<file path="config.mk">
export PLATFORM = sky130hd
export DESIGN_NAME = hel_count_cell
export DESIGN_NICKNAME = d
export VERILOG_FILES = /design/src/rtl/core/huffman_encoded_length_macros.svh /design/src/rtl/core/hel_pkg.sv /design/src/rtl/core/hel_count_cell.sv
export SDC_FILE = /design/constraint.sdc
export NUM_CORES = 1
export LEC_CHECK = 0
export ABC_CLOCK_PERIOD_IN_PS = 2600
export BUFFER_PORTS_ARGS = -buffer_cell sky130_fd_sc_hd__buf_4
export CAP_MARGIN = 5
export CORE_ASPECT_RATIO = 1.2
export CORE_MARGIN = 3
export CORE_UTILIZATION = 40
export DETAILED_ROUTE_END_ITERATION = 10
export HOLD_SLACK_MARGIN = 0.08
export PLACE_DENSITY_LB_ADDON = 0.2
export SETUP_SLACK_MARGIN = 0.02
export SLEW_MARGIN = 20
export SYNTH_ARGS = -nofsm -noshare
export SYNTH_HDL_FRONTEND = slang
export SYNTH_SLANG_ARGS = --single-unit
</file>
<file path="constraint.sdc">
create_clock -name clock -period 2.6 [get_ports clock]
set_clock_uncertainty 0.2 [all_clocks]
set_input_delay 0.26 -clock clock [delete_from_list [all_inputs] [get_ports clock]]
set_output_delay 0.26 -clock clock [all_outputs]
set_load 0.02 [all_outputs]
</file>
<file path="src/rtl/core/huffman_encoded_length_macros.svh">
// Assertion macros shared by the huffman_encoded_length RTL.
`ifndef HUFFMAN_ENCODED_LENGTH_MACROS_SVH
`define HUFFMAN_ENCODED_LENGTH_MACROS_SVH

// Same-cycle implication, disabled while reset is high.
`define HEL_ASSERT_NOW(label, clk, rst, ante, cons) \
   label: assert property (@(posedge clk) disable iff (rst) (ante) |-> (cons)) \
      else $error("assertion failed in huffman_encoded_length");

// Next-cycle implication, disabled while reset is high.
`define HEL_ASSERT_NEXT(label, clk, rst, ante, cons) \
   label: assert property (@(posedge clk) disable iff (rst) (ante) |=> (cons)) \
      else $error("assertion failed in huffman_encoded_length");

`endif

</file>
<file path="src/rtl/core/hel_pkg.sv">
`default_nettype none
package hel_pkg;

   localparam int SYMBOLS_DEF    = 26;
   localparam int COUNT_BITS_DEF = 24;
   localparam int CODE_BITS      = 7;
   localparam int SUM_BITS       = 29;

   localparam logic [CODE_BITS-1:0] FIRST_CODE = 7'd97;
   localparam logic [SUM_BITS-1:0]  SUM_MAX    = {SUM_BITS{1'b1}};

   // One slot of the sorted weight queue.
   typedef struct packed {
      logic                valid;
      logic [SUM_BITS-1:0] weight;
   } slot_type;

   typedef enum logic [1:0] {
      QOP_HOLD,
      QOP_INSERT,
      QOP_SHIFT2,
      QOP_CLEAR
   } qop_type;

   typedef struct packed {
      qop_type             op;
      logic [SUM_BITS-1:0] weight;
   } qctl_type;

   typedef struct packed {
      logic                 en;
      logic [CODE_BITS-1:0] offset;
      logic                 shift;
   } cctl_type;

   function automatic logic [SUM_BITS-1:0] sat_add(input logic [SUM_BITS-1:0] a,
                                                  input logic [SUM_BITS-1:0] b);
      logic [SUM_BITS:0] s;
      s = {1'b0, a} + {1'b0, b};
      return s[SUM_BITS] ? SUM_MAX : s[SUM_BITS-1:0];
   endfunction

endpackage
`default_nettype wire

</file>
<file path="src/rtl/core/hel_count_cell.sv">
`default_nettype none
module hel_count_cell #(
   parameter int COUNT_BITS = 24,
   parameter int INDEX      = 0
) (
   input  wire logic                  clock,
   input  wire logic                  reset,
   input  wire hel_pkg::cctl_type     ctl,
   input  wire logic [COUNT_BITS-1:0] next_count,
   output logic      [COUNT_BITS-1:0] count,
   output logic                       sat_hit
);
   import hel_pkg::*;

   logic [COUNT_BITS-1:0] count_ff, count_in;
   logic                  bump, at_max;

   assign bump    = ctl.en && (32'(ctl.offset) == 32'(INDEX));
   assign at_max  = (count_ff == {COUNT_BITS{1'b1}});
   assign sat_hit = bump && at_max;
   assign count   = count_ff;

   // During the drain the counts move one cell toward the head each cycle.
   always_comb begin
      count_in = count_ff;
      if (ctl.shift) begin
         count_in = next_count;
      end else if (bump && !at_max) begin
         count_in = count_ff + COUNT_BITS'(1);
      end
   end

   always_ff @(posedge clock) begin
      if (reset) begin
         count_ff <= '0;
      end else begin
         count_ff <= count_in;
      end
   end
endmodule
`default_nettype wire

</file>
==> metrics.cfg <==
[outcome]
run_status = finished, final reports clean

[worst_setup_path]
critPathKind = flip-flop to flip-flop
crit_chain = ha_2 -> nand4_1 -> nand3b_1 -> nor4b_1 -> mux2_2 -> nor3_1
critPathSlowestCell = nor4b_1
critPathLaunch = count[0]$_SDFFE_PP0P_
critPathTopFamily = simple AND/OR/NAND/NOR gates
rr_endpoint = count[20]$_SDFFE_PP0P_
cp_num_buf_inv = 0
cp-end-kind = flip-flop
worstPathMaxFanout = 5
crit_required_ns = 2.59
rrSetupSlack_ns = 0.14
slowest_delay_ns = 0.60
start_kind = flip-flop
cp.depth = 6
reg2reg_depth = 6
r2r-start = count[0]$_SDFFE_PP0P_
crit_arrival_ns = 2.45

[clock_network]
cts_root_buf = clkbuf_8
clk_latency_ns = 0.27
cts_made_buffers = 3
cts-htree-levels = 1
cts_tree = done
cts_setup_buffers = 0
cts_sinks = 24
clock_path_buffers = 2
clkTransAtPathRegs_ns = 0.08

[flow_run]
drv_cap = 0

[yosys]
netlist.area_leader.share_pct = 30.4
synth_nets = 210
synthFlopType = dfxtp_1
syn_inst = 174
ys_seq_area_share_pct = 30.4
synth_area_mm2 = 0.00158
yosys_warnings = 0
synth_area_leaders = dfxtp_1 (30%), a211oi_1 (9.0%), xnor2_1 (8.3%), nor2_1 (5.0%), nor4_4 (2.7%)
synth.avg_cell_area_um2 = 9.08
async_flop_share_pct = 0
synth_edf_count = 0
ys_seq_elements = 24
synth.distinct_cells = 44
synth_top_cell_by_area = dfxtp_1

[placed_design]
dp_cells = 285
gp_congestion = 0.866
place_ws_ns = 0.0891
io_buffers = 59
dpl-instance-area_mm2 = 0.00209
hpwl_um = 3100

[cells_and_area]
final_cell_mix = buf_4 (68), dfxtp_1 (22), nor2_1 (21)
drive_above_1_share_pct = 38.4
n_antenna_cell = 0
fill_cells = 358
final_cells = 302
nets = 288
mostFrequentLayoutCell = buf_4
syn_to_final_growth_pct = 44.7
largest_reg_flops = 24
stdcell_area_mm2 = 0.00229

[sta]
finalCritPeriodShare_pct = 94.5
report.final.slew_viol_count = 0
worstMarginPinSlew_ns = 0.599
rsz0062_at_grt = false
max_freq_ghz = 0.407
layout_setup_ws_ns = 0.143
maxSlewHeadroom_pct = 59.5
hold_violations = 0
setup_violations = 0
fin_tns_setup_ns = 0
period_minus_slack_ns = 2.46

[die]
core_area_mm2 = 0.00372
dieWidth_um = 63.4
die_area_mm2 = 0.00474
start_util_pct = 42.4
ios = 60
die_h_um = 74.9
fp-row-count = 24

[routing]
first_iter_violations = 51
routed_wl_um = 4180
dr_wl_met3_um = 198
met2_length_um = 2040
wl_per_cell_um = 13.8
met1_length_um = 1920
ant_nets = 0
highest-signal-layer = met4
vias = 1606
viasPerCell = 5.32
drc = 0
dr.pass1.iters = 4

[worst_hold_path]
min-delay-start = next_count[1]
holdPathEnd = count[1]$_SDFFE_PP0P_
hold_depth = 3
worstHoldPathType = input pin to flip-flop

[global_routing]
grt_overflow = 0
grt_pass1_vias = 1517
grt_max_degree = 25
grt_pass1_wl_um = 6820
antenna_found_initial = 0
grt_use_total_pct = 17.8

[power]
ir_drop_mv = 0.199
p_per_area_mw_per_mm2 = 377
p_leak_nw = 0.858

tightest hold or removal path, cell delays in order:
cell and delay, ns:
buf_4 0.11, nor2_1 0.08, a211oi_1 0.05
logic make-up (layout without fill, tap and decap cells):
family                     count (synthesis)  in the layout  synth area share [%]
xor gates and xnor gates                  15             15                  8.31
AOI/OAI and AO/OA                         44             44                  22.2
buffers and inverters                     15             91                  5.38
DFF                                       24             24                  30.4
muxes                                      2              2                  1.35
and+or+nand+nor                           73             73                  31.6
adders and majority gates                  1              1                 0.792
how the worst max path moves through the flow:
| stage | slack (ns) | endpoint |
|---|---|---|
| finish | 0.14 | count[20]$_SDFFE_PP0P_ |
| global route | 0.05 | count[20]$_SDFFE_PP0P_ |
| CTS | 0.06 | sat_hit |
| detailed placement | 0.09 | count[20]$_SDFFE_PP0P_ |
| global placement | 0.12 | count[20]$_SDFFE_PP0P_ |
| floorplan | 0.14 | sat_hit |
metal layers:
layer  up-vias  global-route usage, %
li1        829                      -
met1       731                   23.7
met2        44                   30.3
met3         2                   2.69
met4         0                   5.04
met5         -                      0
power by group:
part / internal, mW / switching (mW) / total (mW)
Combinational: 0.114 / 0.0957 / 0.210
Clock: 0.104 / 0.117 / 0.221
Sequential: 0.394 / 0.0370 / 0.431
timing repair:
action | in CTS | in global routing
resized for setup | 1 | 3
endpoints found under the hold margin | 14 | 0
hold buffers | 14 | 0
endpoints found under the setup margin | 1 | 2
cloned | 0 | 0
cell usage after synthesis, types with 2 or more instances:
cell type,number
a211oi_2,3
nand4_1,4
and4_2,2
clkbuf_1,5
a2111oi_2,2
nor4_1,5
a2111oi_1,2
inv_1,6
nor3_1,2
nand2_1,10
a211oi_1,19
nor2_1,21
nor4_4,2
o21bai_1,3
and4_1,4
xnor2_1,15
and3_1,2
a21oi_1,7
nand3_1,7
clkbuf_8,2
nor4b_2,2
nor4_2,3
nor4b_1,2
dfxtp_1,24
through the flow:
step | total power [mW] | util [%] | hold WS (ns)
detailed placement | 0.632 | 56.2 | 0.322
global route | 0.908 | 61.4 | 0.0814
finish | 0.862 | 61.4 | 0.0727
global placement | 0.630 | 56.2 | 0.314
floorplan | 0.534 | - | 0.143
CTS | 0.863 | 61.3 | 0.0808
cell type report:
class | instances | area [um^2] | share of cell area [%]
Clock buffer | 3 | 41.3 | 1.81
Tap cell | 52 | 65.1 | 2.85
Timing Repair Buffer | 82 | 651 | 28.5
Inverter | 6 | 22.5 | 0.985
Sequential cell | 24 | 483 | 21.1
Multi-Input combinational cell | 135 | 1020 | 44.8
(Power assumes the default switching activity.)
