<file path="config.mk">
export PLATFORM = sky130hd
export DESIGN_NAME = hel_queue_cell
export DESIGN_NICKNAME = d
export VERILOG_FILES = /design/src/rtl/core/huffman_encoded_length_macros.svh /design/src/rtl/core/hel_pkg.sv /design/src/rtl/core/hel_queue_cell.sv
export SDC_FILE = /design/constraint.sdc
export NUM_CORES = 1
export LEC_CHECK = 0
export ABC_AREA = 1
export CAP_MARGIN = 20
export CORE_UTILIZATION = 55
export CTS_CLUSTER_DIAMETER = 60
export CTS_CLUSTER_SIZE = 12
export DETAILED_ROUTE_END_ITERATION = 10
export DONT_BUFFER_PORTS = 1
export GPL_TIMING_DRIVEN = 0
export PLACE_DENSITY = 0.7
export SETUP_SLACK_MARGIN = 0.1
export SYNTH_ARGS = -nofsm -noshare
export SYNTH_HDL_FRONTEND = slang
export SYNTH_SLANG_ARGS = --single-unit
</file>
<file path="constraint.sdc">
create_clock -name clock -period 2.8 [get_ports clock]
set_clock_uncertainty 0.05 [all_clocks]
set_input_delay 0.84 -clock clock [delete_from_list [all_inputs] [get_ports clock]]
set_output_delay 0.84 -clock clock [all_outputs]
set_load 0.1 [all_outputs]
</file>
<file path="src/rtl/core/huffman_encoded_length_macros.svh">
// Assertion macros shared by the huffman_encoded_length RTL.
`ifndef HUFFMAN_ENCODED_LENGTH_MACROS_SVH
`define HUFFMAN_ENCODED_LENGTH_MACROS_SVH

// Same-cycle implication, disabled while reset is high.
`define HEL_ASSERT_NOW(label, clk, rst, ante, cons) \
   label: assert property (@(posedge clk) disable iff (rst) (ante) |-> (cons)) \
      else $error("assertion failed in huffman_encoded_length");

// Next-cycle implication, disabled while reset is high.
`define HEL_ASSERT_NEXT(label, clk, rst, ante, cons) \
   label: assert property (@(posedge clk) disable iff (rst) (ante) |=> (cons)) \
      else $error("assertion failed in huffman_encoded_length");

`endif

</file>
<file path="src/rtl/core/hel_pkg.sv">
`default_nettype none
package hel_pkg;

   localparam int SYMBOLS_DEF    = 26;
   localparam int COUNT_BITS_DEF = 24;
   localparam int CODE_BITS      = 7;
   localparam int SUM_BITS       = 29;

   localparam logic [CODE_BITS-1:0] FIRST_CODE = 7'd97;
   localparam logic [SUM_BITS-1:0]  SUM_MAX    = {SUM_BITS{1'b1}};

   // One slot of the sorted weight queue.
   typedef struct packed {
      logic                valid;
      logic [SUM_BITS-1:0] weight;
   } slot_type;

   typedef enum logic [1:0] {
      QOP_HOLD,
      QOP_INSERT,
      QOP_SHIFT2,
      QOP_CLEAR
   } qop_type;

   typedef struct packed {
      qop_type             op;
      logic [SUM_BITS-1:0] weight;
   } qctl_type;

   typedef struct packed {
      logic                 en;
      logic [CODE_BITS-1:0] offset;
      logic                 shift;
   } cctl_type;

   function automatic logic [SUM_BITS-1:0] sat_add(input logic [SUM_BITS-1:0] a,
                                                  input logic [SUM_BITS-1:0] b);
      logic [SUM_BITS:0] s;
      s = {1'b0, a} + {1'b0, b};
      return s[SUM_BITS] ? SUM_MAX : s[SUM_BITS-1:0];
   endfunction

endpackage
`default_nettype wire

</file>
<file path="src/rtl/core/hel_queue_cell.sv">
`default_nettype none
module hel_queue_cell (
   input  wire logic              clock,
   input  wire logic              reset,
   input  wire hel_pkg::qctl_type ctl,
   input  wire hel_pkg::slot_type prev_slot,
   input  wire logic              prev_keep,
   input  wire hel_pkg::slot_type next2_slot,
   output hel_pkg::slot_type      slot,
   output logic                   keep
);
   import hel_pkg::*;

   slot_type slot_ff, slot_in;

   // An empty slot counts as larger than any weight.
   assign keep = slot_ff.valid && (slot_ff.weight <= ctl.weight);
   assign slot = slot_ff;

   always_comb begin
      slot_in = slot_ff;
      case (ctl.op)
         QOP_INSERT: begin
            if (!keep) begin
               slot_in = prev_keep ? slot_type'{valid: 1'b1, weight: ctl.weight} : prev_slot;
            end
         end
         QOP_SHIFT2: slot_in = next2_slot;
         QOP_CLEAR:  slot_in = '0;
         default:    slot_in = slot_ff;
      endcase
   end

   always_ff @(posedge clock) begin
      if (reset) begin
         slot_ff <= '0;
      end else begin
         slot_ff <= slot_in;
      end
   end
endmodule
`default_nettype wire

</file>
==> results_dict.tcl, run 1 <==
set metrics [dict create \
    status "complete, but fails checks" \
    violations "negative setup slack" \
    crit_family "compound AO/OA/AOI/OAI gates" \
    drcViolationCount 0 \
    instances_no_fill 482 \
    cp_data_required_time_ps 1910 \
    yosysTopAreaCell "dfxtp_1" \
    cts-root-buf "clkbuf_8" \
    yosysWarnings 0 \
    slew-limit-headroom_pct 30.1 \
    setup_viol 1 \
    path_buf_inv 1 \
    final_common_cell "nand2_1" \
    crit_path_start "slot[20]" \
    worst-endpoint-arrival_ps 2420 \
    clock_latency_ps 300 \
    rsz0062_at_grt "true" \
    grt_usage_pct 30.4 \
    peakVddDrop_mv 0.317 \
    place_area_mm2 0.00286 \
    hold_start "slot[2]" \
    final_cell_mix "68 x nand2_1, 66 x nor2_1, 56 x a21oi_1, 40 x inv_1, 32 x nand3_1" \
    layout-drive-gt1-share_pct 22.1 \
    final_area_mm2 0.00317 \
    p_leak_nw 1.57 \
    antenna_cells 0 \
    p_sw_share_pct 47.2 \
    die_h_um 71.4 \
    fin_ws_ps -508 \
    holdBufCountCts 0 \
    slowest_delay_ps 600 \
    critPathSlowestCell "a21oi_4" \
    ys_types 20 \
    use_met2_pct 50.3 \
    drtIter0Drc 184 \
    areaGrowthSynthToFinish_pct 19.7 \
    clock-sinks 30 \
    crit_chain "ha_4, nand2_4, buf_6, a21oi_2, nor2_1, nand2_1, a21oi_2, nand2_2, a21oi_4" \
    p_per_area_mw_per_mm2 502 \
    tns_ps -508 \
    critPathMostFrequentCell "a21oi_2" \
    first_pass_iters 5 \
    start_util_pct 58.9 \
    path_class "register to output port" \
    cp-end-kind "output port" \
    grt_pass1_vias 2556 \
    port_buffers 0 \
    period_share_pct 118 \
    pin_count 125 \
    grt_pass1_wl_um 12000 \
    grt_antenna_before_repair 0 \
    vias_per_cell 5.78 \
    ys_top_cells_by_area "dfxtp_1 23%, ha_1 14%, a21oi_1 11%" \
    cap_violations 0 \
    synth_seq_area_share_pct 22.7 \
    power_frac_seq_pct 50.4 \
    pwr-share-comb_pct 25.7 \
    die_area_mm2 0.00510 \
    synth_nets 541 \
    path_max_fanout 3 \
    vias 2786 \
    period_needed_ps 3310 \
    netlist.area_leader.share_pct 22.7 \
    worst_slew_pin_slew_ps 1050 \
    route.antenna.remaining_nets 0 \
    fmax_mhz 302 \
    grt_max_degree 11 \
    largest_reg_flops 30 \
    p_int_mw 0.841 \
    grt_overflow 0 \
    cts.clk_slew.worst_paths_ps 70 \
    synth_area_mm2 0.00265 \
    core_mm2 0.00450 \
    busiest_layer "met2" \
    seq_area_um2 699 \
    cts_buffers 5 \
    dieWidth_um 71.4 \
    ys_ff_latch 30 \
    hold_viol 0 \
    hpwl_um 5590 \
    wire_per_inst_um 16.0 \
    grt.met3_usage_pct 6.89 \
    dp.cells 470 \
    tritoncts "done" \
    met1_usage_pct 39.2 \
    fp-row-count 24 \
    hold_class "register to register" \
    finalWirelength_um 7730 \
    nets 552 \
    synthCells 418 \
    slew_violations 0 \
    power.share.clock_pct 23.8 \
    start_kind "register" \
    gp_congestion 0.820 \
    p_total_mw 1.59 \
    fin_util_pct 70.4 \
    fillerInstances 406 \
    synth.avg_cell_area_um2 6.34 \
    cts.path.max_buffers 2 \
    cts_htree_levels 2 \
    multiInputGateArea_mm2 0.00191 \
    p_sw_mw 0.751 \
    r2r_start "slot[20]" \
]
[what timing repair did]
action                     4_1_cts  5_1_grt
setup buffers                    3        1
hold endpoints to repair         0        0
setup endpoints to repair        1        2
gates resized for setup         44        9
pin swaps                       12        8
[synth_stat cells]
library cell	number
a21o_1	2
a21oi_1	60
a21oi_2	9
a22oi_1	29
buf_1	4
buf_12	1
buf_2	6
buf_6	1
clkbuf_1	16
dfxtp_1	30
ha_1	29
inv_1	49
nand2_1	73
nand2_2	2
nand3_1	32
nand3_2	1
nand4_1	2
nand4_2	1
nor2_1	68
nor2_2	3
[final timing paths]
| check | end | slack, ps | cells past startpoint |
|---|---|---|---|
| worst min register to register | slot[2] | 610 | 2 |
| worst min-delay path | slot[2] | 610 | 2 |
| worst max-delay path | keep | -510 | 9 |
| worst max register to register | slot[27] | 260 | 15 |
[stage by stage]
step	worst slack, ps	hold WS [ps]
after detailed placement	-530	694
after floorplan	-327	677
after global placement	-506	688
final	-508	614
after global routing	-612	634
after CTS	-482	615
[per-layer routing]
| layer | share of wire (%) | up-vias | wire, um |
|---|---|---|---|
| met1 | 44 | 1245 | 3390 |
| met5 | 0 | - | 0 |
| met3 | 8.0 | 10 | 621 |
| met4 | 1.3 | 0 | 101 |
| li1 | - | 1407 | - |
| met2 | 47 | 124 | 3620 |
[worst min-delay path: stages (launching register included)]
cell     delay, ps
dfxtp_4        450
a21oi_2        130
nor2_1          40
[cell type report]
| type | instances | share of cell area [%] |
|---|---|---|
| Clock buffer | 7 | 2.72 |
| Multi-Input combinational cell | 311 | 60.3 |
| Sequential cell | 30 | 22.0 |
| Clock inverter | 1 | 0.158 |
| Tap cell | 52 | 2.05 |
| Timing Repair Buffer | 4 | 1.06 |
| Buffer | 28 | 4.46 |
| Inverter | 49 | 7.22 |
[cells by family (layout without fill, tap and decap cells)]
kind of cell,Yosys count,after routing,synth area share (%)
flip-flops,30,30,22.7
adder cells (fa/ha/maj),29,29,13.7
AND/OR/NAND/NOR,182,182,28.5
AO/OA/AOI/OAI,100,100,23.1
buffers and inverters,77,89,12.1
[power groups by stage]
stage | clock network (mW) | registers, mW | logic, mW
finish | 0.379 | 0.802 | 0.410
global route | 0.400 | 0.808 | 0.466
CTS | 0.380 | 0.801 | 0.388
detailed placement | 0 | 0.813 | 0.370
global placement | 0 | 0.812 | 0.362
floorplan | 0 | 0.800 | 0.304
Power figures use the tool's default switching activity.
==> run 2, diff against run 1 <==
- CORE_MARGIN: not set -> 2
- SETUP_SLACK_MARGIN: 0.1 -> 0.05
==> results_dict.tcl, run 2 (synthesized netlist as in run 1, its figures left out) <==
set metrics [dict create \
    status "complete, but fails checks" \
    violations "negative setup slack" \
    dp.cells 472 \
    final_cell_mix "66 x nor2_1, 63 x nand2_1, 57 x a21oi_1, 38 x inv_1, 32 x nand3_1" \
    grt_pass1_vias 2627 \
    grt_usage_pct 29.8 \
    start_kind "primary input" \
    drtIter0Drc 197 \
    cts.clk_slew.worst_paths_ps 70 \
    hold_class "register to register" \
    grt_pass1_wl_um 12400 \
    finalWirelength_um 7800 \
    antenna_cells 0 \
    rsz0062_at_grt "true" \
    p_per_area_mw_per_mm2 485 \
    vias_per_cell 5.85 \
    first_pass_iters 5 \
    wl_met2_um 3730 \
    start_util_pct 56.5 \
    hold_viol 0 \
    die_h_um 73.4 \
    pin_count 125 \
    final_common_cell "nor2_1" \
    fp-row-count 25 \
    wire_per_inst_um 16.3 \
    slew-limit-headroom_pct 30.0 \
    cap_violations 0 \
    path_max_fanout 2 \
    fmax_mhz 305 \
    holdBufCountCts 0 \
    port_buffers 0 \
    period_share_pct 117 \
    grt_max_degree 11 \
    grt_overflow 0 \
    cts_buffers 5 \
    crit_chain "inv_8, ha_4, nand2_4, nor2_4, nand4_1, nor2_2, nand4_2, a21oi_4" \
    fillerInstances 432 \
    fin_ws_ps -484 \
    clock_latency_ps 280 \
    drcViolationCount 0 \
    p_leak_nw 1.53 \
    gp_congestion 0.807 \
    nets 548 \
    tritoncts "done" \
    fin_util_pct 68.5 \
    largest_reg_flops 30 \
    dieWidth_um 73.4 \
    peakVddDrop_mv 0.334 \
    p_total_mw 1.56 \
    setup_viol 1 \
    instances_no_fill 479 \
    vias 2801 \
    cp-end-kind "output port" \
    routed.top_layer "met4" \
    path_buf_inv 1 \
    cts_htree_levels 2 \
    fin_worst_hold_slack_ps 612 \
    place_area_mm2 0.00286 \
    cts-root-buf "clkbuf_8" \
    areaGrowthSynthToFinish_pct 21.2 \
    hpwl_um 5710 \
    wirelength_met1_um 3350 \
    critPathSlowestCell "a21oi_4" \
    tns_ps -484 \
    worst-endpoint-arrival_ps 2390 \
    cp_data_required_time_ps 1910 \
    layout-drive-gt1-share_pct 23.3 \
    pre_cts_slack_ps -537 \
    slowest_delay_ps 630 \
    grt_antenna_before_repair 0 \
    core_mm2 0.00469 \
    cts.path.max_buffers 2 \
    die_area_mm2 0.00539 \
    path_class "primary input to output port" \
    cts_setup_buffers 0 \
    slew_violations 0 \
    final_area_mm2 0.00321 \
    worst_slew_pin_slew_ps 1050 \
    seq_area_um2 699 \
    clock-sinks 30 \
    route.antenna.remaining_nets 0 \
    period_needed_ps 3280 \
    crit_family "simple AND/OR/NAND/NOR gates" \
    multiInputGateArea_mm2 0.00200 \
    wl_met3_um 656 \
]
run 2: tightest hold or removal path, stage by stage (launching register included):
cell,delay [ps]
dfxtp_4,450
a21oi_2,130
nor2_1,40
run 2: layout make-up:
type                            count  share of cell area, %
Sequential cell                    30                   21.8
Tap cell                           54                   2.10
Clock buffer                        7                   2.38
Buffer                             28                   4.24
Multi-Input combinational cell    311                   62.1
Inverter                           49                   7.36
run 2: repair_timing:
| action | CTS | global route |
|---|---|---|
| gates resized for setup | 49 | 19 |
| pin swaps | 16 | 20 |
| endpoints found under the setup margin | 1 | 1 |
run 2: final timing paths:
kind	cells past startpoint	slack [ps]	from	endpoint
hold / removal	2	610	slot[6]	slot[6]
setup / recovery	8	-480	ctl[28]	keep
setup reg to reg	12	440	slot[27]	slot[4]
hold reg to reg	2	610	slot[6]	slot[6]
run 2: metal layers:
| metal | track usage, % | vias to the layer above |
|---|---|---|
| met5 | 0 | - |
| met4 | 6.46 | 0 |
| met3 | 7.68 | 5 |
| met2 | 51.0 | 117 |
| met1 | 37.8 | 1280 |
| li1 | - | 1399 |
run 2: report_power, final:
group / total (mW) / switching, mW / leakage, nW / internal (mW)
Combinational: 0.425 / 0.248 / 1.23 / 0.177
Clock: 0.330 / 0.159 / 0.0383 / 0.171
Sequential: 0.804 / 0.333 / 0.266 / 0.470
